<file path="src/rtl/core/rwl_pkg.sv">
package rwl_pkg;

   typedef enum logic [2:0] {
      CMD_TRY_READ      = 3'd0,
      CMD_READ_UNLOCK   = 3'd1,
      CMD_TRY_UPGRADE   = 3'd2,
      CMD_TRY_WRITE     = 3'd3,
      CMD_WRITE_ATTEMPT = 3'd4,
      CMD_WRITE_UNLOCK  = 3'd5,
      CMD_DOWNGRADE     = 3'd6,
      CMD_QUERY         = 3'd7
   } cmd_type;

   typedef enum logic [1:0] {
      ST_OK      = 2'd0,
      ST_REFUSED = 2'd1,
      ST_MISUSE  = 2'd2
   } status_type;

   localparam int CMD_W       = 3;
   localparam int REQUESTER_W = 8;
   localparam int READERS_W   = 16;
   localparam int DEPTH_W     = 8;

   // result word, last field in the lowest bits
   typedef struct packed {
      logic [1:0]           pad;
      logic [DEPTH_W-1:0]   depth_now;
      logic                 any_holders;
      logic                 owned_by_requester;
      logic                 writer_waiting;
      logic                 held_for_write;
      logic [READERS_W-1:0] readers_now;
      status_type           status;
   } rsp_type;

endpackage

</file>
<file path="src/rtl/core/rwl_core.sv">
module rwl_core import rwl_pkg::*; #(
   parameter int READER_BITS = 16,
   parameter int ID_BITS     = 8,
   parameter int DEPTH_BITS  = 8
) (
   input  cmd_type                 command,
   input  logic [REQUESTER_W-1:0]  requester,
   input  logic [READER_BITS-1:0]  reader_count,
   input  logic                    write_held,
   input  logic                    write_pending,
   input  logic                    owner_valid,
   input  logic [ID_BITS-1:0]      owner_id,
   input  logic [DEPTH_BITS-1:0]   depth,
   output logic [READER_BITS-1:0]  reader_count_in,
   output logic                    write_held_in,
   output logic                    write_pending_in,
   output logic                    owner_valid_in,
   output logic [ID_BITS-1:0]      owner_id_in,
   output logic [DEPTH_BITS-1:0]   depth_in,
   output rsp_type                 rsp
);

   logic [ID_BITS+REQUESTER_W-1:0]  who_ext;
   logic [ID_BITS-1:0]              who;
   logic [READER_BITS+READERS_W-1:0] readers_ext;
   logic [DEPTH_BITS+DEPTH_W-1:0]   depth_ext;
   logic                            is_owner;
   logic                            owner_check;
   logic                            write_free;
   logic                            write_ok;
   status_type                      write_status;
   status_type                      status;

   // requester id is taken in its low ID_BITS bits
   assign who_ext = {{ID_BITS{1'b0}}, requester};
   assign who     = who_ext[ID_BITS-1:0];

   assign is_owner    = owner_valid && (owner_id == who);
   assign owner_check = is_owner && (write_held || write_pending);
   assign write_free  = (reader_count == '0) && !write_held;
   // recursive grant by the owner, refused once depth is saturated
   assign write_ok    = write_free || (write_held && is_owner && !(&depth));
   assign write_status = write_ok ? ST_OK : ST_REFUSED;

   always_comb begin
      reader_count_in  = reader_count;
      write_held_in    = write_held;
      write_pending_in = write_pending;
      owner_valid_in   = owner_valid;
      owner_id_in      = owner_id;
      depth_in         = depth;
      status           = ST_OK;
      case (command)
         CMD_TRY_READ: begin
            if (!write_held && !write_pending && !(&reader_count)) begin
               reader_count_in = reader_count + 1'b1;
            end else begin
               status = ST_REFUSED;
            end
         end
         CMD_READ_UNLOCK: begin
            if (owner_valid || write_held || reader_count == '0) begin
               status = ST_MISUSE;
            end else begin
               reader_count_in = reader_count - 1'b1;
            end
         end
         CMD_TRY_UPGRADE: begin
            if (reader_count == READER_BITS'(1) && !write_held && !write_pending) begin
               reader_count_in  = '0;
               write_held_in    = 1'b1;
               write_pending_in = 1'b1;
               owner_valid_in   = 1'b1;
               owner_id_in      = who;
               depth_in         = '0;
            end else begin
               status = ST_REFUSED;
            end
         end
         CMD_TRY_WRITE, CMD_WRITE_ATTEMPT: begin
            status = write_status;
            if (write_free) begin
               write_held_in    = 1'b1;
               write_pending_in = 1'b1;
               owner_valid_in   = 1'b1;
               owner_id_in      = who;
               depth_in         = '0;
            end else if (write_ok) begin
               depth_in = depth + 1'b1;
            end else if (command == CMD_WRITE_ATTEMPT) begin
               // failed blocking pass shuts out new readers
               write_pending_in = 1'b1;
            end
         end
         CMD_WRITE_UNLOCK: begin
            if (!owner_check) begin
               status = ST_MISUSE;
            end else if (depth != '0) begin
               depth_in = depth - 1'b1;
            end else begin
               owner_valid_in   = 1'b0;
               owner_id_in      = '0;
               write_held_in    = 1'b0;
               write_pending_in = 1'b0;
            end
         end
         CMD_DOWNGRADE: begin
            if (!owner_check) begin
               status = ST_MISUSE;
            end else begin
               depth_in         = '0;
               write_held_in    = 1'b0;
               write_pending_in = 1'b0;
               owner_valid_in   = 1'b0;
               owner_id_in      = '0;
               if (!(&reader_count)) begin
                  reader_count_in = reader_count + 1'b1;
               end
            end
         end
         default: begin
            status = ST_OK;
         end
      endcase
   end

   assign readers_ext = {{READERS_W{1'b0}}, reader_count_in};
   assign depth_ext   = {{DEPTH_W{1'b0}}, depth_in};

   always_comb begin
      rsp.pad                = '0;
      rsp.status             = status;
      rsp.readers_now        = readers_ext[READERS_W-1:0];
      rsp.held_for_write     = write_held_in;
      rsp.writer_waiting     = write_pending_in;
      rsp.owned_by_requester = owner_valid_in && (owner_id_in == who);
      rsp.any_holders        = (reader_count_in != '0) || write_held_in || write_pending_in;
      rsp.depth_now          = depth_ext[DEPTH_W-1:0];
   end

endmodule

</file>
<file path="src/rtl/core/reader_writer_lock_unit.sv">
// Reader-writer lock served over a request stream.
//
// req_* carries one request word per transfer: a command (try read, read
// unlock, try upgrade, try write, write attempt, write unlock, downgrade,
// query) and the requester id. rsp_* returns exactly one result word per
// request, in order: status, reader count, write-held, write-pending,
// ownership by the requester, any-holders and the writer recursion depth.
//
// A request waits in the input register; the lock state update and the result
// are computed combinationally from it and land in the result register, from
// which the result is offered. One request per cycle is sustained while rsp_tready
// stays high; the limit is the single read-modify-write of the lock state.
//
// Reset leaves the lock free (no readers, no owner, depth zero) and both
// channels empty. When rsp_tready is low the result register holds, the
// input register keeps its word and req_tready drops only once both are full.
module reader_writer_lock_unit import rwl_pkg::*; #(
   parameter int READER_BITS = 16,
   parameter int ID_BITS     = 8,
   parameter int DEPTH_BITS  = 8
) (
   input  logic        clock,
   input  logic        reset,
   input  logic        req_tvalid,
   output logic        req_tready,
   input  logic [15:0] req_tdata,   // command[2:0], requester[10:3], zero[15:11]
   output logic        rsp_tvalid,
   input  logic        rsp_tready,
   output logic [31:0] rsp_tdata    // status[1:0], readers_now[17:2], held_for_write[18],
                                    // writer_waiting[19], owned_by_requester[20],
                                    // any_holders[21], depth_now[29:22], zero[31:30]
);

   logic                         in_valid_ff;
   logic [CMD_W-1:0]             in_cmd_ff;
   logic [REQUESTER_W-1:0]       in_who_ff;
   logic                         out_valid_ff;
   rsp_type                      out_ff;

   logic [READER_BITS-1:0]       reader_count_ff, reader_count_in;
   logic                         write_held_ff, write_held_in;
   logic                         write_pending_ff, write_pending_in;
   logic                         owner_valid_ff, owner_valid_in;
   logic [ID_BITS-1:0]           owner_id_ff, owner_id_in;
   logic [DEPTH_BITS-1:0]        depth_ff, depth_in;
   rsp_type                      rsp_in;

   logic                         out_free;
   logic                         advance;

   assign out_free   = !out_valid_ff || rsp_tready;
   assign advance    = in_valid_ff && out_free;
   assign req_tready = !in_valid_ff || out_free;

   rwl_core #(
      .READER_BITS (READER_BITS),
      .ID_BITS     (ID_BITS),
      .DEPTH_BITS  (DEPTH_BITS)
   ) u_core (
      .command          (cmd_type'(in_cmd_ff)),
      .requester        (in_who_ff),
      .reader_count     (reader_count_ff),
      .write_held       (write_held_ff),
      .write_pending    (write_pending_ff),
      .owner_valid      (owner_valid_ff),
      .owner_id         (owner_id_ff),
      .depth            (depth_ff),
      .reader_count_in  (reader_count_in),
      .write_held_in    (write_held_in),
      .write_pending_in (write_pending_in),
      .owner_valid_in   (owner_valid_in),
      .owner_id_in      (owner_id_in),
      .depth_in         (depth_in),
      .rsp              (rsp_in)
   );

   always_ff @(posedge clock) begin
      if (reset) begin
         in_valid_ff      <= 1'b0;
         out_valid_ff     <= 1'b0;
         reader_count_ff  <= '0;
         write_held_ff    <= 1'b0;
         write_pending_ff <= 1'b0;
         owner_valid_ff   <= 1'b0;
         owner_id_ff      <= '0;
         depth_ff         <= '0;
      end else begin
         if (req_tready) begin
            in_valid_ff <= req_tvalid;
         end
         if (out_free) begin
            out_valid_ff <= in_valid_ff;
         end
         if (advance) begin
            reader_count_ff  <= reader_count_in;
            write_held_ff    <= write_held_in;
            write_pending_ff <= write_pending_in;
            owner_valid_ff   <= owner_valid_in;
            owner_id_ff      <= owner_id_in;
            depth_ff         <= depth_in;
         end
      end
   end

   always_ff @(posedge clock) begin
      if (req_tready && req_tvalid) begin
         in_cmd_ff <= req_tdata[CMD_W-1:0];
         in_who_ff <= req_tdata[CMD_W+REQUESTER_W-1:CMD_W];
      end
      if (advance) begin
         out_ff <= rsp_in;
      end
   end

   assign rsp_tvalid = out_valid_ff;
   assign rsp_tdata  = out_ff;

endmodule

</file>
<file path="config.mk">
export PLATFORM = sky130hd
export DESIGN_NAME = reader_writer_lock_unit
export DESIGN_NICKNAME = d
export VERILOG_FILES = /design/src/rtl/core/rwl_pkg.sv /design/src/rtl/core/rwl_core.sv /design/src/rtl/core/reader_writer_lock_unit.sv
export SDC_FILE = /design/constraint.sdc
export NUM_CORES = 1
export LEC_CHECK = 0
export ABC_AREA = 1
export BUFFER_PORTS_ARGS = -buffer_cell sky130_fd_sc_hd__buf_2
export CORE_ASPECT_RATIO = 0.75
export CORE_MARGIN = 1.5
export CORE_UTILIZATION = 45
export CTS_CLUSTER_DIAMETER = 120
export DETAILED_ROUTE_END_ITERATION = 10
export GPL_ROUTABILITY_DRIVEN = 0
export PLACE_DENSITY = 0.73
export SLEW_MARGIN = 15
export SYNTH_ARGS = -nofsm -noshare
export SYNTH_HDL_FRONTEND = slang
export SYNTH_SLANG_ARGS = --single-unit
</file>
<file path="constraint.sdc">
create_clock -name clock -period 4.1 [get_ports clock]
set_clock_uncertainty 0.15 [all_clocks]
set_input_delay 0 -clock clock [delete_from_list [all_inputs] [get_ports clock]]
set_output_delay 0 -clock clock [all_outputs]
set_load 0.02 [all_outputs]
</file>
==> results.json <==
{
  "status": "completed",
  "setup_viol": 0,
  "cts_root_buf": "clkbuf_16",
  "hold_violations": 0,
  "cp.arrival_ps": 3170,
  "rows": 37,
  "synth_edf_count": 41,
  "endpoint_kind": "register",
  "grtUsageMet1_pct": 38.1,
  "drive_above_1_share_pct": 13.6,
  "numCtsBuffers": 9,
  "overflow": 0,
  "n_fill_cell": 1402,
  "grt.met2_usage_pct": 32.8,
  "place_ws_ps": 992,
  "worstMarginPinSlew_ps": 1080,
  "crit_fanout": 16,
  "drv_cap": 0,
  "die_x_um": 142,
  "dieArea_sq_um": 15200,
  "cts_resized": 0,
  "drt-total-wl_mm": 17.7,
  "synthCells": 989,
  "p_leak_uw": 0.00340,
  "worstPathRequired_ps": 4030,
  "avgViaCountPerCell": 5.44,
  "syn-cell-area_sq_um": 6500,
  "post-route-cell-area_sq_um": 7070,
  "fin_ws_ps": 865,
  "clk_pin_slew_worst_paths_ps": 60,
  "nNetsFinal": 1050,
  "met3_usage_pct": 4.87,
  "synth_area_per_cell_sq_um": 6.57,
  "ios": 54,
  "rsz0062_at_grt": "no",
  "cp_slowest_cell": "dfxtp_1",
  "synth_top_cell_by_area": "edfxtp_1",
  "postRouteAntennaNets": 0,
  "diodes": 0,
  "fin_crit_ps": 3240,
  "ff_latch_area_sq_um": 1970,
  "clock_latency_ps": 350,
  "synth.distinct_cells": 47,
  "clk_path_buf_depth": 2,
  "gr-usage-all-layers_pct": 24.1,
  "cts.sinks": 78,
  "grt_busiest_layer": "met1",
  "vias": 6550,
  "drv_slew": 0,
  "netlist.area_leader.share_pct": 18.9,
  "wire_per_inst_um": 14.7,
  "async_flop_share_pct": 0,
  "powerDensity_nw_per_um2": 335,
  "setup-tns-final_ps": 0,
  "cts_tree": "done",
  "h-tree-depth": 3,
  "final_util_pct": 50.9,
  "max_stage_delay_ps": 490,
  "die-height_um": 107,
  "worstPathCellList": "clkinv_1 -> ha_1 -> nand2_2 -> nor2_4 -> nand2_2 -> nand2_4 -> nor2_1 -> nand2_1 -> nand3_1 -> nand2_1 -> inv_1 -> nand4_2 -> nor2_1 -> nand2_1 -> nor2_1 -> nand3_1",
  "grt_pass1_vias": 5533,
  "yosysSeqAreaShare_pct": 30.3,
  "synth_top_flop_cell": "edfxtp_1",
  "antenna_found_initial": 0,
  "grt_max_degree": 62,
  "min_period_over_period_pct": 78.9,
  "dp_hpwl_mm": 12.7,
  "clock.fmax_ghz": 0.309,
  "multi_input_area_sq_um": 3670,
  "dp.cells": 1173,
  "drtIter0Drc": 785,
  "first_pass_iters": 6,
  "yosys_warnings": 0,
  "max_slew_margin_pct": 28.0,
  "ir_drop_v": 0.000194,
  "core_sq_um": 13900,
  "min_path_type": "primary input to register",
  "syn_to_final_growth_pct": 8.76,
  "synth.area.top_cells": "edfxtp_1 19%, nand2_1 15%, dfxtp_1 11%",
  "io_buffers": 46,
  "drc": 0,
  "initial_core_util_pct": 46.8,
  "cp-start-kind": "register",
  "path_class": "register to register",
  "grt_pass1_wl_mm": 29.0,
  "ys_ff_latch": 78,
  "place_area_sq_um": 6640,
  "stdcell_count": 1204
}
-- timing repair --
item,CTS,global route
buffers inserted,0,0
hold buffers,15,0
hold endpoints to repair,13,0
-- where the power goes --
part / total (uW) / switching (uW) / leakage [uW] / internal (uW)
clock: 766 / 337 / 0.000140 / 428
sequential: 950 / 65.8 / 0.000697 / 884
combinational: 654 / 447 / 0.00256 / 206
total: 2370 / 851 / 0.00340 / 1520
-- state kept, by name (all words and copies together), names as in the netlist --
| name | count |
|---|---|
| rsp_tdata | 30 |
| reader_count_ff | 16 |
| depth_ff | 8 |
| in_who_ff | 8 |
| owner_id_ff | 8 |
| in_cmd_ff | 3 |
| in_valid_ff | 1 |
| owner_valid_ff | 1 |
| rsp_tvalid | 1 |
| write_held_ff | 1 |
| write_pending_ff | 1 |
-- synthesized netlist by cell type (all sizes together) (3+ instances only) --
master	instances
a211oi	8
a21oi	40
a31oi	5
buf	24
clkbuf	19
clkinv	6
dfxtp	37
edfxtp	41
ha	6
inv	131
nand2	278
nand3	100
nand3b	4
nand4	24
nor2	140
nor3	12
o211ai	13
o21ai	68
or2	3
xor2	19
-- path summary, 6_finish.rpt --
kind | from | endpoint | slack [ps] | cells past startpoint
min reg2reg | owner_id_ff[3] | owner_id_ff[3] | 360 | 2
max | reader_count_ff[0] | rsp_tdata[21] | 860 | 16
min | reset | rsp_tvalid | 9 | 2
max reg2reg | reader_count_ff[0] | rsp_tdata[21] | 860 | 16
-- critical path: cells and delay by family (launching register included) --
| family | cells | cell delay, ps |
|---|---|---|
| simple gates | 13 | 1570 |
| flops | 1 | 490 |
| buf+inv | 2 | 390 |
| fa+ha+maj | 1 | 350 |
-- cells in the final DEF, fill, tap and decap left out, types with 37 or more instances in the layout --
| cell | n |
|---|---|
| a21oi_1 | 40 |
| buf_2 | 46 |
| dfxtp_1 | 37 |
| edfxtp_1 | 41 |
| inv_1 | 119 |
| nand2_1 | 258 |
| nand3_1 | 92 |
| nor2_1 | 120 |
| o21ai_0 | 57 |
-- kinds of logic after synthesis --
kind of cell	synth area share (%)
xor gates and xnor gates	2.83
and+or+nand+nor	40.5
DFF	30.3
adders and majority gates	1.15
other	0.0577
buffers and inverters	13.3
AOI/OAI and AO/OA	11.8
-- through the flow --
step                      hold slack [ps]  total power (uW)
after floorplan                     -51.1              1460
after global placement               27.6              1580
after detailed placement             28.1              1590
after CTS                           0.472              2370
after global routing                 45.6              2500
final                                8.93              2370
-- metal layers --
layer,share of wire (%),up-vias
li1,-,3275
met1,50,2933
met2,39,321
met3,9.6,21
met4,1.2,0
met5,0,-
-- final cells by class --
cell class	instances	area share [%]
Tap cell	175	3.10
Inverter	137	7.35
Clock buffer	11	3.43
Clock inverter	5	0.460
Sequential cell	78	27.9
Timing Repair Buffer	66	5.91
Multi-Input combinational cell	732	51.9
Power figures use the tool's default switching activity.
